[src/design/sst_pkg.sv]
package sst_pkg;

  localparam int unsigned MAX_TOKENS  = 3;
  localparam int unsigned KW_COUNT    = 11;
  localparam int unsigned KW_MAX_CHARS = 6;

  localparam logic [5:0] T_EOF     = 6'd0;
  localparam logic [5:0] T_ERROR   = 6'd1;
  localparam logic [5:0] T_NUMBER  = 6'd2;
  localparam logic [5:0] T_STRING  = 6'd3;
  localparam logic [5:0] T_IDENT   = 6'd4;
  localparam logic [5:0] T_KW0     = 6'd5;
  localparam logic [5:0] T_OP0     = 6'd16;
  localparam logic [5:0] T_SLASH   = 6'd25;
  localparam logic [5:0] T_EQUAL   = 6'd27;
  localparam logic [5:0] T_BANG    = 6'd29;
  localparam logic [5:0] T_LESS    = 6'd31;
  localparam logic [5:0] T_GREATER = 6'd33;
  localparam logic [5:0] T_AND     = 6'd35;
  localparam logic [5:0] T_OR      = 6'd36;
  localparam logic [5:0] T_UNTERM  = 6'd37;

  localparam logic [7:0] CH_TAB    = 8'h09;
  localparam logic [7:0] CH_NL     = 8'h0A;
  localparam logic [7:0] CH_CR     = 8'h0D;
  localparam logic [7:0] CH_SPACE  = 8'h20;
  localparam logic [7:0] CH_BANG   = 8'h21;
  localparam logic [7:0] CH_QUOTE  = 8'h22;
  localparam logic [7:0] CH_AMP    = 8'h26;
  localparam logic [7:0] CH_DOT    = 8'h2E;
  localparam logic [7:0] CH_SLASH  = 8'h2F;
  localparam logic [7:0] CH_LESS   = 8'h3C;
  localparam logic [7:0] CH_EQUAL  = 8'h3D;
  localparam logic [7:0] CH_GREATER = 8'h3E;
  localparam logic [7:0] CH_BAR    = 8'h7C;

  localparam logic [KW_COUNT-1:0][KW_MAX_CHARS-1:0][7:0] KW_TEXT = '{
    {8'h00, 8'h74, 8'h6E, 8'h69, 8'h72, 8'h70},  // print
    {8'h00, 8'h00, 8'h00, 8'h6C, 8'h69, 8'h6E},  // nil
    {8'h00, 8'h65, 8'h73, 8'h6C, 8'h61, 8'h66},  // false
    {8'h00, 8'h00, 8'h65, 8'h75, 8'h72, 8'h74},  // true
    {8'h6E, 8'h72, 8'h75, 8'h74, 8'h65, 8'h72},  // return
    {8'h00, 8'h00, 8'h00, 8'h00, 8'h6E, 8'h66},  // fn
    {8'h00, 8'h00, 8'h00, 8'h72, 8'h6F, 8'h66},  // for
    {8'h00, 8'h65, 8'h6C, 8'h69, 8'h68, 8'h77},  // while
    {8'h00, 8'h00, 8'h65, 8'h73, 8'h6C, 8'h65},  // else
    {8'h00, 8'h00, 8'h00, 8'h00, 8'h66, 8'h69},  // if
    {8'h00, 8'h00, 8'h00, 8'h74, 8'h65, 8'h6C}   // let
  };

  localparam logic [KW_COUNT-1:0][2:0] KW_LEN = '{
    3'd5, 3'd3, 3'd5, 3'd4, 3'd6, 3'd2, 3'd3, 3'd5, 3'd4, 3'd2, 3'd3
  };

  typedef struct packed {
    logic       req_type;
    logic [7:0] char_byte;
  } req_t;

  typedef struct packed {
    logic [5:0]  token_type;
    logic [15:0] start_offset;
    logic [15:0] token_length;
    logic [15:0] line_number;
    logic        last_of_run;
  } result_t;

  typedef struct packed {
    logic [5:0]  token_type;
    logic [15:0] start_offset;
    logic [15:0] token_length;
    logic [15:0] line_number;
  } tok_t;

  typedef struct packed {
    tok_t [MAX_TOKENS-1:0] tok;
    logic [1:0]            count;
  } bundle_t;

  typedef struct packed {
    logic full;
    logic empty;
  } q_status_t;

  function automatic logic is_digit(input logic [7:0] c);
    return (c >= 8'h30) && (c <= 8'h39);
  endfunction

  function automatic logic is_alpha(input logic [7:0] c);
    return ((c >= 8'h61) && (c <= 8'h7A)) || ((c >= 8'h41) && (c <= 8'h5A)) ||
           (c == 8'h5F);
  endfunction

  function automatic logic [5:0] single_op(input logic [7:0] c);
    logic [5:0] t;
    unique case (c)
      8'h28:   t = T_OP0;
      8'h29:   t = T_OP0 + 6'd1;
      8'h7B:   t = T_OP0 + 6'd2;
      8'h7D:   t = T_OP0 + 6'd3;
      8'h3B:   t = T_OP0 + 6'd4;
      8'h2C:   t = T_OP0 + 6'd5;
      8'h2B:   t = T_OP0 + 6'd6;
      8'h2D:   t = T_OP0 + 6'd7;
      8'h2A:   t = T_OP0 + 6'd8;
      CH_SLASH: t = T_SLASH;
      8'h25:   t = T_OP0 + 6'd10;
      default: t = T_ERROR;
    endcase
    return t;
  endfunction

  function automatic logic [5:0] op_first(input logic [7:0] p);
    logic [5:0] t;
    unique case (p)
      CH_EQUAL:   t = T_EQUAL;
      CH_BANG:    t = T_BANG;
      CH_LESS:    t = T_LESS;
      CH_GREATER: t = T_GREATER;
      default:    t = T_ERROR;
    endcase
    return t;
  endfunction

endpackage

[src/design/sst_front.sv]
module sst_front import sst_pkg::*; #(
  parameter int unsigned OFFSET_BITS   = 16,
  parameter int unsigned KEYWORD_CHARS = 6
) (
  input  logic      clk,
  input  logic      rst,
  input  logic      accept,
  input  req_t      req,
  output logic      push,
  output bundle_t   bundle
);

  localparam int unsigned EXT_W = (OFFSET_BITS > 16) ? OFFSET_BITS : 16;
  localparam int unsigned WL_W  = $clog2(KEYWORD_CHARS + 2);

  typedef enum logic [8:0] {
    M_IDLE     = 9'b000000001,
    M_COMMENT  = 9'b000000010,
    M_NUM      = 9'b000000100,
    M_NUM_DOT  = 9'b000001000,
    M_NUM_FRAC = 9'b000010000,
    M_IDENT    = 9'b000100000,
    M_STR      = 9'b001000000,
    M_SLASH    = 9'b010000000,
    M_OP       = 9'b100000000
  } mode_t;

  mode_t                             mode, mode_next;
  logic [OFFSET_BITS-1:0]            position, position_next;
  logic [OFFSET_BITS-1:0]            token_start, token_start_next;
  logic [15:0]                       line_count, line_count_next;
  logic [7:0]                        pending, pending_next;
  logic [KEYWORD_CHARS-1:0][7:0]     wbuf, wbuf_next;
  logic [WL_W-1:0]                   wlen, wlen_next;

  logic [OFFSET_BITS-1:0] pos_inc, dot_pos, len_cur, len_dot;
  logic [5:0]             word_kind;
  logic                   line_inc, do_flush, do_start, match;
  logic [1:0]             ntok;
  logic [7:0]             c;

  function automatic logic [15:0] to16(input logic [OFFSET_BITS-1:0] v);
    logic [EXT_W-1:0] w;
    w = EXT_W'(v);
    return w[15:0];
  endfunction

  function automatic logic [OFFSET_BITS-1:0] sub0(input logic [OFFSET_BITS-1:0] a,
                                                  input logic [OFFSET_BITS-1:0] b);
    return (a > b) ? a - b : '0;
  endfunction

  assign c       = req.char_byte;
  assign pos_inc = (position == {OFFSET_BITS{1'b1}}) ? position : position + 1'b1;
  assign dot_pos = sub0(position, {{(OFFSET_BITS-1){1'b0}}, 1'b1});
  assign len_cur = sub0(position, token_start);
  assign len_dot = sub0(dot_pos, token_start);

  always_comb begin
    word_kind = T_IDENT;
    for (int k = KW_COUNT - 1; k >= 0; k--) begin
      match = (wlen == WL_W'(KW_LEN[k]));
      for (int i = 0; i < KEYWORD_CHARS; i++) begin
        if (i < KW_MAX_CHARS) begin
          match = match && (wbuf[i] == KW_TEXT[k][i]);
        end else begin
          match = match && (wbuf[i] == 8'h00);
        end
      end
      if (match) begin
        word_kind = T_KW0 + 6'(k);
      end
    end
  end

  always_comb begin
    mode_next        = mode;
    token_start_next = token_start;
    pending_next     = pending;
    wbuf_next        = wbuf;
    wlen_next        = wlen;
    position_next    = pos_inc;
    line_inc         = 1'b0;
    do_flush         = 1'b0;
    do_start         = 1'b0;
    ntok             = 2'd0;
    bundle           = '0;

    if (req.req_type) begin
      do_flush = 1'b1;
    end else begin
      unique case (mode)
        M_IDLE: begin
          do_start = 1'b1;
        end
        M_COMMENT: begin
          if (c == CH_NL) begin
            line_inc  = 1'b1;
            mode_next = M_IDLE;
          end
        end
        M_NUM: begin
          if (c == CH_DOT) begin
            mode_next = M_NUM_DOT;
          end else if (!is_digit(c)) begin
            do_flush = 1'b1;
            do_start = 1'b1;
          end
        end
        M_NUM_DOT: begin
          if (is_digit(c)) begin
            mode_next = M_NUM_FRAC;
          end else begin
            do_flush = 1'b1;
            do_start = 1'b1;
          end
        end
        M_NUM_FRAC: begin
          if (!is_digit(c)) begin
            do_flush = 1'b1;
            do_start = 1'b1;
          end
        end
        M_IDENT: begin
          if (is_alpha(c) || is_digit(c)) begin
            for (int i = 0; i < KEYWORD_CHARS; i++) begin
              if (wlen == WL_W'(i)) begin
                wbuf_next[i] = c;
              end
            end
            if (wlen <= WL_W'(KEYWORD_CHARS)) begin
              wlen_next = wlen + 1'b1;
            end
          end else begin
            do_flush = 1'b1;
            do_start = 1'b1;
          end
        end
        M_STR: begin
          if (c == CH_QUOTE) begin
            bundle.tok[ntok] = '{T_STRING, to16(token_start),
                                 to16(sub0(position, token_start)), line_count};
            ntok      = ntok + 2'd1;
            mode_next = M_IDLE;
          end else if (c == CH_NL) begin
            line_inc = 1'b1;
          end
        end
        M_SLASH: begin
          if (c == CH_SLASH) begin
            mode_next = M_COMMENT;
          end else begin
            do_flush = 1'b1;
            do_start = 1'b1;
          end
        end
        M_OP: begin
          if (c == CH_EQUAL && op_first(pending) != T_ERROR) begin
            bundle.tok[ntok] = '{op_first(pending) + 6'd1, to16(token_start), 16'd2,
                                 line_count};
            ntok      = ntok + 2'd1;
            mode_next = M_IDLE;
          end else if (c == CH_AMP && pending == CH_AMP) begin
            bundle.tok[ntok] = '{T_AND, to16(token_start), 16'd2, line_count};
            ntok      = ntok + 2'd1;
            mode_next = M_IDLE;
          end else if (c == CH_BAR && pending == CH_BAR) begin
            bundle.tok[ntok] = '{T_OR, to16(token_start), 16'd2, line_count};
            ntok      = ntok + 2'd1;
            mode_next = M_IDLE;
          end else begin
            do_flush = 1'b1;
            do_start = 1'b1;
          end
        end
        default: begin
          do_start = 1'b1;
        end
      endcase
    end

    if (do_flush) begin
      mode_next = M_IDLE;
      unique case (mode)
        M_NUM, M_NUM_FRAC: begin
          bundle.tok[ntok] = '{T_NUMBER, to16(token_start), to16(len_cur), line_count};
          ntok = ntok + 2'd1;
        end
        M_NUM_DOT: begin
          bundle.tok[ntok] = '{T_NUMBER, to16(token_start), to16(len_dot), line_count};
          ntok = ntok + 2'd1;
          bundle.tok[ntok] = '{T_ERROR, to16(dot_pos), 16'd1, line_count};
          ntok = ntok + 2'd1;
        end
        M_IDENT: begin
          bundle.tok[ntok] = '{word_kind, to16(token_start), to16(len_cur), line_count};
          ntok = ntok + 2'd1;
        end
        M_STR: begin
          bundle.tok[ntok] = '{T_UNTERM, to16(token_start), 16'd0, line_count};
          ntok = ntok + 2'd1;
        end
        M_SLASH: begin
          bundle.tok[ntok] = '{T_SLASH, to16(token_start), 16'd1, line_count};
          ntok = ntok + 2'd1;
        end
        M_OP: begin
          bundle.tok[ntok] = '{op_first(pending), to16(token_start), 16'd1, line_count};
          ntok = ntok + 2'd1;
        end
        default: begin
        end
      endcase
    end

    if (do_start) begin
      mode_next = M_IDLE;
      if (c == CH_SPACE || c == CH_CR || c == CH_TAB) begin
        mode_next = M_IDLE;
      end else if (c == CH_NL) begin
        line_inc = 1'b1;
      end else begin
        token_start_next = position;
        if (is_digit(c)) begin
          mode_next = M_NUM;
        end else if (is_alpha(c)) begin
          mode_next    = M_IDENT;
          wbuf_next    = '0;
          wbuf_next[0] = c;
          wlen_next    = WL_W'(1);
        end else if (c == CH_QUOTE) begin
          mode_next        = M_STR;
          token_start_next = pos_inc;
        end else if (c == CH_SLASH) begin
          mode_next = M_SLASH;
        end else if (op_first(c) != T_ERROR || c == CH_AMP || c == CH_BAR) begin
          mode_next    = M_OP;
          pending_next = c;
        end else begin
          bundle.tok[ntok] = '{single_op(c), to16(position), 16'd1, line_count};
          ntok = ntok + 2'd1;
        end
      end
    end

    line_count_next = (line_inc && line_count != 16'hFFFF) ? line_count + 16'd1 : line_count;

    if (req.req_type) begin
      bundle.tok[ntok] = '{T_EOF, to16(position), 16'd0, line_count};
      ntok             = ntok + 2'd1;
      mode_next        = M_IDLE;
      position_next    = '0;
      token_start_next = '0;
      line_count_next  = 16'd1;
      pending_next     = 8'h00;
      wbuf_next        = '0;
      wlen_next        = '0;
    end

    bundle.count = ntok;
  end

  assign push = accept && (ntok != 2'd0);

  always_ff @(posedge clk) begin
    if (rst) begin
      mode        <= M_IDLE;
      position    <= '0;
      token_start <= '0;
      line_count  <= 16'd1;
      pending     <= 8'h00;
      wbuf        <= '0;
      wlen        <= '0;
    end else if (accept) begin
      mode        <= mode_next;
      position    <= position_next;
      token_start <= token_start_next;
      line_count  <= line_count_next;
      pending     <= pending_next;
      wbuf        <= wbuf_next;
      wlen        <= wlen_next;
    end
  end

endmodule

[src/design/sst_queue.sv]
module sst_queue import sst_pkg::*; (
  input  logic      clk,
  input  logic      rst,
  input  logic      push,
  input  bundle_t   wdata,
  input  logic      pop,
  output bundle_t   head,
  output q_status_t status
);

  bundle_t    slots [2];
  logic       wptr, rptr;
  logic [1:0] fill;

  assign head         = slots[rptr];
  assign status.full  = (fill == 2'd2);
  assign status.empty = (fill == 2'd0);

  always_ff @(posedge clk) begin
    if (push) begin
      slots[wptr] <= wdata;
    end
  end

  always_ff @(posedge clk) begin
    if (rst) begin
      wptr <= 1'b0;
      rptr <= 1'b0;
      fill <= 2'd0;
    end else begin
      if (push) begin
        wptr <= ~wptr;
      end
      if (pop) begin
        rptr <= ~rptr;
      end
      fill <= fill + {1'b0, push} - {1'b0, pop};
    end
  end

endmodule

[src/design/sst_back.sv]
module sst_back import sst_pkg::*; (
  input  logic      clk,
  input  logic      rst,
  input  bundle_t   head,
  input  q_status_t status,
  output logic      pop,
  output logic      tok_valid,
  input  logic      tok_stall,
  output result_t   tok
);

  logic [1:0] idx;
  logic       load, take, last;
  tok_t       cur;

  assign load = !tok_valid || !tok_stall;
  assign take = load && !status.empty;
  assign cur  = head.tok[idx];
  assign last = (idx == head.count - 2'd1);
  assign pop  = take && last;

  always_ff @(posedge clk) begin
    if (take) begin
      tok <= '{cur.token_type, cur.start_offset, cur.token_length, cur.line_number, last};
    end
  end

  always_ff @(posedge clk) begin
    if (rst) begin
      tok_valid <= 1'b0;
      idx       <= 2'd0;
    end else if (load) begin
      tok_valid <= take;
      if (take) begin
        idx <= last ? 2'd0 : idx + 2'd1;
      end
    end
  end

endmodule

[src/design/script_source_tokenizer.sv]
// Streaming source scanner. Each transaction on the req channel carries one source byte or
// the end-of-source marker, and the tok channel returns the tokens it completes, one
// transaction per token, with last_of_run set on the final token of each input. The front
// end classifies a byte per cycle while the queue has room, and passes the finished tokens
// of each input as a group through a two-entry queue to the back end, which sends one
// token per cycle from its output register while tok_stall is low. Inputs that complete at
// most one token therefore flow at one byte per cycle; an input that completes two or
// three sends them in turn and the queue absorbs that until it fills. After the end marker
// all scan state returns to its reset values so a new source can follow immediately.
module script_source_tokenizer import sst_pkg::*; #(
  parameter int unsigned OFFSET_BITS   = 16,
  parameter int unsigned KEYWORD_CHARS = 6
) (
  input  logic    clk,
  input  logic    rst,
  input  logic    req_valid,
  output logic    req_stall,
  input  req_t    req,
  output logic    tok_valid,
  input  logic    tok_stall,
  output result_t tok
);

  logic      accept, q_push, q_pop;
  bundle_t   q_wdata, q_head;
  q_status_t q_stat;

  assign req_stall = q_stat.full;
  assign accept    = req_valid && !req_stall;

  sst_front #(
    .OFFSET_BITS  (OFFSET_BITS),
    .KEYWORD_CHARS(KEYWORD_CHARS)
  ) u_front (
    .clk   (clk),
    .rst   (rst),
    .accept(accept),
    .req   (req),
    .push  (q_push),
    .bundle(q_wdata)
  );

  sst_queue u_queue (
    .clk   (clk),
    .rst   (rst),
    .push  (q_push),
    .wdata (q_wdata),
    .pop   (q_pop),
    .head  (q_head),
    .status(q_stat)
  );

  sst_back u_back (
    .clk      (clk),
    .rst      (rst),
    .head     (q_head),
    .status   (q_stat),
    .pop      (q_pop),
    .tok_valid(tok_valid),
    .tok_stall(tok_stall),
    .tok      (tok)
  );

  a_no_overflow: assert property (@(posedge clk) disable iff (rst)
    q_push |-> !q_stat.full)
    else $error("token queue written while full");

  a_no_underflow: assert property (@(posedge clk) disable iff (rst)
    q_pop |-> !q_stat.empty)
    else $error("token queue read while empty");

  a_eof_last: assert property (@(posedge clk) disable iff (rst)
    (tok_valid && tok.token_type == T_EOF) |-> tok.last_of_run)
    else $error("end-of-file token not marked as last of its run");

  a_line_nonzero: assert property (@(posedge clk) disable iff (rst)
    tok_valid |-> (tok.line_number != 16'd0))
    else $error("token carries line number zero");

endmodule

[config.mk]
export PLATFORM = sky130hd
export DESIGN_NAME = script_source_tokenizer
export DESIGN_NICKNAME = d
export VERILOG_FILES = /design/src/design/sst_pkg.sv /design/src/design/sst_front.sv /design/src/design/sst_queue.sv /design/src/design/sst_back.sv /design/src/design/script_source_tokenizer.sv
export SDC_FILE = /design/constraint.sdc
export NUM_CORES = 1
export LEC_CHECK = 0
export BUFFER_PORTS_ARGS = -buffer_cell sky130_fd_sc_hd__buf_2
export CORE_MARGIN = 2
export CORE_UTILIZATION = 30
export CTS_BUF_LIST = sky130_fd_sc_hd__clkbuf_4
export CTS_CLUSTER_DIAMETER = 30
export DETAILED_ROUTE_END_ITERATION = 10
export GPL_ROUTABILITY_DRIVEN = 0
export PLACE_DENSITY = 0.54
export RECOVER_POWER = 100
export SYNTH_ARGS = -nofsm -noshare
export SYNTH_HDL_FRONTEND = slang
export SYNTH_SLANG_ARGS = --single-unit
[constraint.sdc]
create_clock -name clk -period 15.3 [get_ports clk]
set_input_delay 2.295 -clock clk [delete_from_list [all_inputs] [get_ports clk]]
set_output_delay 2.295 -clock clk [all_outputs]
set_load 0.005 [all_outputs]
==> results.md, run 1 <==
* Core Region at 78700 µm²
* Slew @ Worst Pin at 3.20 ns
* Depth of the worst register-to-register path at 21
* Maxcap violations at 10
* Clock Latency Late Sink at 0.91 ns
* R2r endpoint: u_queue.slots[1][33]$_DFFE_PP_
* Setup Fix Bufs, Post-CTS at 0
* Worst slew margin at -113%
* Critical Path Fanout Max at 64
* First DRT Iteration DRCs at 1318
* CP Depth at 19
* NetSw at 1.17 mW
* Cell area power density at 140 nW/µm²
* Synth Instances at 2107
* Setup CP Type: input pin to flop
* Max Freq at 0.0908 GHz
* Hold Vio Cnt, Final at 0
* Peak supply drop at 0.0989 mV
* Area Overhead vs Synth at 12.2%
* Critical path data required time at 15.75 ns
* Status: finished with violations
* Total Routed Length at 64000 µm
* Setup_tns at 0 ns
* Crit-path max cell delay at 1.65 ns
* Root Buffer: clkbuf_4
* Clk network pwr share at 29.2%
* P_leak at 9.18 nW
* Hold WC Path Type: flop to flop
* CTS HTree Levels at 3
* ANT nets after route at 0
* CP Buf/Inv Count at 5
* Post-layout min period at 11.01 ns
* Startpoint types: input pin
* WL per Instance at 18.9 µm
* Vias per cell at 5.24
* First-pass GRT wire length at 99500 µm
* Final Cycle Share at 72.0%
* Worst Clk Skew at 0.0948 ns
* Logic pwr share at 25.5%
* Post-synth EDFFs at 351
* Inserted Clock Buffers at 120
* Share of post-route cells with drive strength above 1 at 13.8%
* R2r setup slk at 6.34 ns
* Max Slew Vio Count at 370
* Synth unique cells at 103
* Int Pwr at 2.58 mW
* Largest net degree at the start of global routing at 77
* Reg power frac at 45.2%
* Synthesized area at 23800 µm²
* Setup violations, final at 0
* # IOs at 70
* Sequential area share after synthesis at 54.7%
* Synth async-reset ratio at 0%
* Die area at 81600 µm²
* Hold path depth at 1
* Final Total Pwr at 3.75 mW
* YS warnings at 0
* Ys flop type: edfxtp_1
* I/O Buffers at 69
* Vias in the first global route at 17400
* Clock-pin transition on the worst setup and hold timing paths at 0.06 ns
* Nets@finish at 2302
* Die Wd at 286 µm
* First-pass DRT Iterations at 6
* Cell mode on critical path: nand2_1
* Failing checks: capacitance limit, slew limit
* Crit path max-delay family: simple AND/OR/NAND/NOR gates
* Post-DP HPWL at 43500 µm
* CTS tree: built
* Avg Inst Size Synth at 11.3 µm²
* Row cnt at 103
* Fillers at 7914
* FF+latch count, synth at 475
* Vias at 17800
* CTS Sinks at 475
* Post-CTS Resized at 0
* Endpoint, Worst Hold: u_front.wbuf[47]$_SDFFE_PP0P_
* CP Data Arrival Time at 11.47 ns
* Worst Setup End Kind: flop
* Critical-path top delay cell: and2_0
* DRC Markers at 0
* Global Route Usage Sum at 15.4%
* Hold bufs inserted after CTS at 0
* Grt ovf at 0
* Hold Startpoint: u_front.wbuf[47]$_SDFFE_PP0P_
* Die Ht at 286 µm
* Initial Utilization at 30.2%
* Initial antenna violation count at 4
* Cells along the critical path: clkbuf_1 -> nor4b_1 -> nand3_1 -> nor3_1 -> a21oi_1 -> nand2_1 -> o21ai_0 -> ha_1 -> nand2_1 -> o21ai_0 -> inv_1 -> ha_1 -> nand2_1 -> inv_1 -> o221ai_1 -> o311a_2 -> and2_0 -> buf_4 -> buf_4
* Sw Ratio at 31.1%
* RSZ-0062 raised after global routing: no
* Worst R2R Start: u_front.pending[3]$_SDFFE_PP0P_
* Largest buffer count on any clock path at 3
## worst max-delay path by stage
stage | start | endpoint | slack, ns
floorplan | req[5] | u_queue.slots[0][0]$_DFFE_PP_ | 2.65
global placement | req[5] | u_queue.slots[1][20]$_DFFE_PP_ | 5.95
detailed placement | req[5] | u_queue.slots[1][74]$_DFFE_PP_ | 5.83
CTS | req[5] | u_queue.slots[1][33]$_DFFE_PP_ | 6.77
global route | req[5] | u_queue.slots[1][87]$_DFFE_PP_ | 3.89
finish | req[5] | u_queue.slots[1][33]$_DFFE_PP_ | 4.29
## synth_stat cells (17+ instances only)
cell | number | share of area (%)
and2_1 | 75 | 2.0
mux2i_1 | 44 | 1.9
clkbuf_1 | 86 | 1.4
inv_1 | 96 | 1.5
nand4b_1 | 17 | 0.63
o22ai_1 | 45 | 1.2
a22oi_1 | 17 | 0.54
a31oi_1 | 19 | 0.50
nor2_1 | 153 | 2.4
dfxtp_1 | 124 | 10
nor3_1 | 55 | 1.2
buf_2 | 17 | 0.36
xnor2_1 | 43 | 1.6
nand3_1 | 63 | 1.3
xor2_1 | 26 | 0.96
a21oi_1 | 127 | 2.7
a22o_1 | 46 | 1.7
nand4_1 | 30 | 0.79
nand2_1 | 162 | 2.6
nor4_1 | 29 | 0.76
o21ai_0 | 68 | 1.4
edfxtp_1 | 351 | 44
and3_1 | 24 | 0.63
ha_1 | 52 | 2.7
mux4_2 | 54 | 5.1
nor2b_1 | 35 | 0.92
or3_1 | 17 | 0.45
## sequential cells by signal, indices dropped and copies added (netlist names), named ones only
signal,flops
u_back.idx,2
u_back.tok,55
u_back.tok_valid,1
u_front.line_count,16
u_front.mode,9
u_front.pending,8
u_front.position,16
u_front.token_start,16
u_front.wbuf,48
u_front.wlen,3
u_queue.fill,2
u_queue.rptr,1
u_queue.slots,296
u_queue.wptr,1
## final cells by class
class	count	area [µm²]	share of cell area, %
Clock buffer	175	1310	4.92
Antenna cell	2	5.00	0.0187
Multi-Input combinational cell	1447	9920	37.2
Inverter	96	360	1.35
Clock inverter	50	294	1.10
Tap cell	1050	1310	4.92
Sequential cell	475	13000	48.8
Timing Repair Buffer	95	467	1.75
## stage by stage
stage          utilization [%]  hold WS (ns)  area (µm²)  worst slack (ns)  std cells
2_1_floorplan                -         0.431       23900              2.65       2138
3_3_place_gp              32.1         0.452       25300              5.95       3163
3_5_place_dp              32.1         0.452       25300              5.83       3163
4_1_cts                   34.2         0.475       26900              6.77       3388
5_1_grt                   33.9         0.499       26700              3.89       3390
6_report                  33.9         0.473       26700              4.29       3390
## placed cells by master, fill, tap and decap left out, drive strengths merged, types with 9 or more instances in the layout
cell	synthesis	routed
nor2b	35	35
nor2	163	163
edfxtp	351	351
inv	96	99
mux2i	44	44
o31ai	11	11
buf	33	50
o211ai	12	12
nand2b	14	14
nor3	59	59
a21oi	128	128
or3	17	17
clkinv	0	45
and2	77	77
or4	11	11
a22oi	17	17
and3	24	24
clkbuf	87	220
nand3	64	64
a31oi	19	19
xor2	26	26
a22o	46	46
o22ai	46	46
o21ai	75	75
a211oi	9	9
nand4	30	30
nand2	164	164
xnor2	43	43
nand4b	17	17
nor4	30	30
o21a	9	9
dfxtp	124	124
nor4b	10	10
ha	52	52
conb	1	32
mux4	54	54
## per-layer routing
| layer | wire length, µm | global-route usage (%) | vias up |
|---|---|---|---|
| met3 | 4240 | 2.74 | 153 |
| met4 | 2420 | 7.42 | 4 |
| met5 | 27 | 0 | - |
| met1 | 27500 | 20.1 | 8691 |
| met2 | 29800 | 24.8 | 657 |
| li1 | - | - | 8246 |
## cells by family after synthesis
kind of cell    share of synthesized area (%)
simple gates                             17.1
fa+ha+maj                                2.95
xor+xnor                                 2.54
flops                                    54.7
compound gates                           12.0
buf+inv                                  3.58
other cells                            0.0158
mux                                      7.01
## power groups by stage
stage          clock network, mW  registers, mW  logic (mW)
4_1_cts                     1.14           1.69       0.982
6_report                    1.09           1.69       0.957
3_3_place_gp                   0           1.71       0.973
5_1_grt                     1.21           1.71        1.05
2_1_floorplan                  0           1.72       0.659
3_5_place_dp                   0           1.72       0.977
Power figures use the tool's default switching activity.
==> inputs of run 2 (changes only) <==
--- a/config.mk
+++ b/config.mk
@@ -12,7 +12,7 @@
 export CTS_CLUSTER_DIAMETER = 30
 export DETAILED_ROUTE_END_ITERATION = 10
 export GPL_ROUTABILITY_DRIVEN = 0
-export PLACE_DENSITY = 0.54
+export PLACE_DENSITY = 0.56
 export RECOVER_POWER = 100
 export SYNTH_ARGS = -nofsm -noshare
 export SYNTH_HDL_FRONTEND = slang
==> constraint.sdc (replaced) <==
create_clock -name clk -period 9.8 [get_ports clk]
set_input_delay 1.47 -clock clk [delete_from_list [all_inputs] [get_ports clk]]
set_output_delay 1.47 -clock clk [all_outputs]
set_load 0.005 [all_outputs]
==> results.md, run 2 (synthesis gave the netlist of run 1 again) <==
* Status: finished with violations
* Failing checks: capacitance limit, slew limit
* First-pass DRT Iterations at 6 (unchanged)
* Peak supply drop at 0.0995 mV (+0.66%)
* Initial antenna violation count at 1 (-3)
* Maxcap violations at 9 (-1)
* DP Cell Count at 3158 (-0.16%)
* Final Total Pwr at 5.96 mW (+59%)
* Largest net degree at the start of global routing at 149 (+94%)
* CTS tree: built
* Die Ht at 286 µm (unchanged)
* Clock-pin transition on the worst setup and hold timing paths at 0.06 ns (about the same)
* CP Data Arrival Time at 8.26 ns (-3.21 ns)
* Worst Setup SP: req[4]
* Worst Clk Skew at 0.0576 ns (-0.0372 ns)
* Clock Latency Late Sink at 0.92 ns (about the same)
* Area Overhead vs Synth at 12.8%
* First-pass GRT wire length at 99300 µm (-0.21%)
* Post-place setup slack at 2.06 ns (-3.78 ns)
* Cell area power density at 222 nW/µm² (+58%)
* P_leak at 9.28 nW (+1.1%)
* Max Freq at 0.129 GHz
* First DRT Iteration DRCs at 1357 (+3.0%)
* DRC Markers at 0 (unchanged)
* I/O Buffers at 69 (unchanged)
* Vias in the first global route at 17700 (+1.5%)
* Final setup margin at 2.04 ns (-2.24 ns)
* Setup CP Type: input pin to flop
* Hold Startpoint: u_front.wbuf[47]$_SDFFE_PP0P_
* Reg with most FFs: u_queue.slots
* Fillers at 7887 (-0.34%)
* Max Slew Vio Count at 310 (-16%)
* Nets@finish at 2309 (+0.30%)
* Share of post-route cells with drive strength above 1 at 15.2% (+1.4 points)
* Slew @ Worst Pin at 3.21 ns (+0.00853 ns)
* Grt ovf at 0 (unchanged)
* Global Route Usage Sum at 15.5% (+0.069 points)
* Post-layout min period at 7.76 ns
* Setup Fix Bufs, Post-CTS at 0 (unchanged)
* Final Util at 34.1% (+0.20 points)
* CTS Sinks at 475 (unchanged)
* Inserted Clock Buffers at 132 (+10%)
* RSZ-0062 raised after global routing: no
* Worst Setup End Kind: flop
* Post-DP HPWL at 43200 µm (-0.68%)
* CTS HTree Levels at 4 (+1)
* Fin Hold WS at 0.467 ns (-0.00569 ns)
* # IOs at 70 (unchanged)
* Worst slew margin at -114% (-0.57 points)
* Hold WC Path Type: flop to flop
* Die Wd at 286 µm (unchanged)
* Total Routed Length at 64000 µm (about the same)
* DP Area at 25300 µm² (about the same)
* Hold Vio Cnt, Final at 0 (unchanged)
* Final Cycle Share at 79.2%
* Finished Layout Cells at 3391 (+0.029%)
* Largest buffer count on any clock path at 3 (unchanged)
* Max reg flops at 296 (unchanged)
* Critical path data required time at 10.31 ns (-5.44 ns)
* Design area at 26800 µm² (+0.58%)
* Most frequent cells in the layout: edfxtp_1, clkbuf_4, nand2_1
* Startpoint types: input pin
* Initial Utilization at 30.2% (unchanged)
* Hold bufs inserted after CTS at 0 (unchanged)
* Critical Path Fanout Max at 101 (+58%)
* Biggest regs: u_queue.slots x296, u_back.tok x55, u_front.wbuf x48
* Commonest non-fill, non-tap cell in the layout: edfxtp_1
* Root Buffer: clkbuf_4
* Die area at 81600 µm² (unchanged)
* Row cnt at 103 (unchanged)
* WL per Instance at 18.9 µm (about the same)
* Core Region at 78700 µm² (unchanged)
* Setup_tns at 0 ns (unchanged)
* Vias per cell at 5.24 (about the same)
* ANT nets after route at 0 (unchanged)
* Vias at 17800 (+0.011%)
* Setup violations, final at 0 (unchanged)
* Post-CTS Resized at 0 (unchanged)
run 2: critical path, cell delays in order:
cell and delay, ns:
clkbuf_1 0.39, nor4b_1 1.06, nand3_1 0.76, nor3_1 0.73, a21oi_1 0.08, nand2_1 0.41, o21ai_0 0.45, ha_1 0.48
nand2_1 0.06, o21ai_0 0.12, inv_1 0.14, ha_1 0.31, nand2_1 0.08, inv_1 0.07, o221ai_2 0.14, o311a_2 0.24
and2_4 0.60, buf_12 0.46
run 2: report_power, final:
part	switching (mW)	internal [mW]
Sequential	0.130	2.54
Combinational	0.860	0.623
Clock	0.855	0.951
run 2: metal layers:
layer / share of wire [%] / wire [µm] / track usage (%)
met2: 48 / 30700 / 25.4
met5: 0 / 0 / 0
met3: 6.5 / 4160 / 3.50
met1: 42 / 27200 / 19.6
met4: 3.1 / 2000 / 6.91
run 2: area by class of cell:
cell class | count | area, µm² | area share [%]
flip-flops and latches | 475 | 13000 | 48.5
multi-input cells | 1447 | 9970 | 37.1
clock buffers | 188 | 1410 | 5.26
well taps | 1050 | 1310 | 4.89
repair buffers | 90 | 464 | 1.73
inverters | 96 | 360 | 1.34
clock inverters | 44 | 300 | 1.12
diodes | 1 | 2.50 | 0.00932
run 2: path summary, 6_finish.rpt:
check / end / slack [ns] / depth (start not counted)
worst min register to register: u_front.wbuf[47]$_SDFFE_PP0P_ / 0.47 / 1
worst min-delay path: u_front.wbuf[47]$_SDFFE_PP0P_ / 0.47 / 1
worst max register to register: u_back.tok[43]$_DFFE_PP_ / 2.56 / 5
worst max-delay path: u_queue.slots[1][97]$_DFFE_PP_ / 2.04 / 18
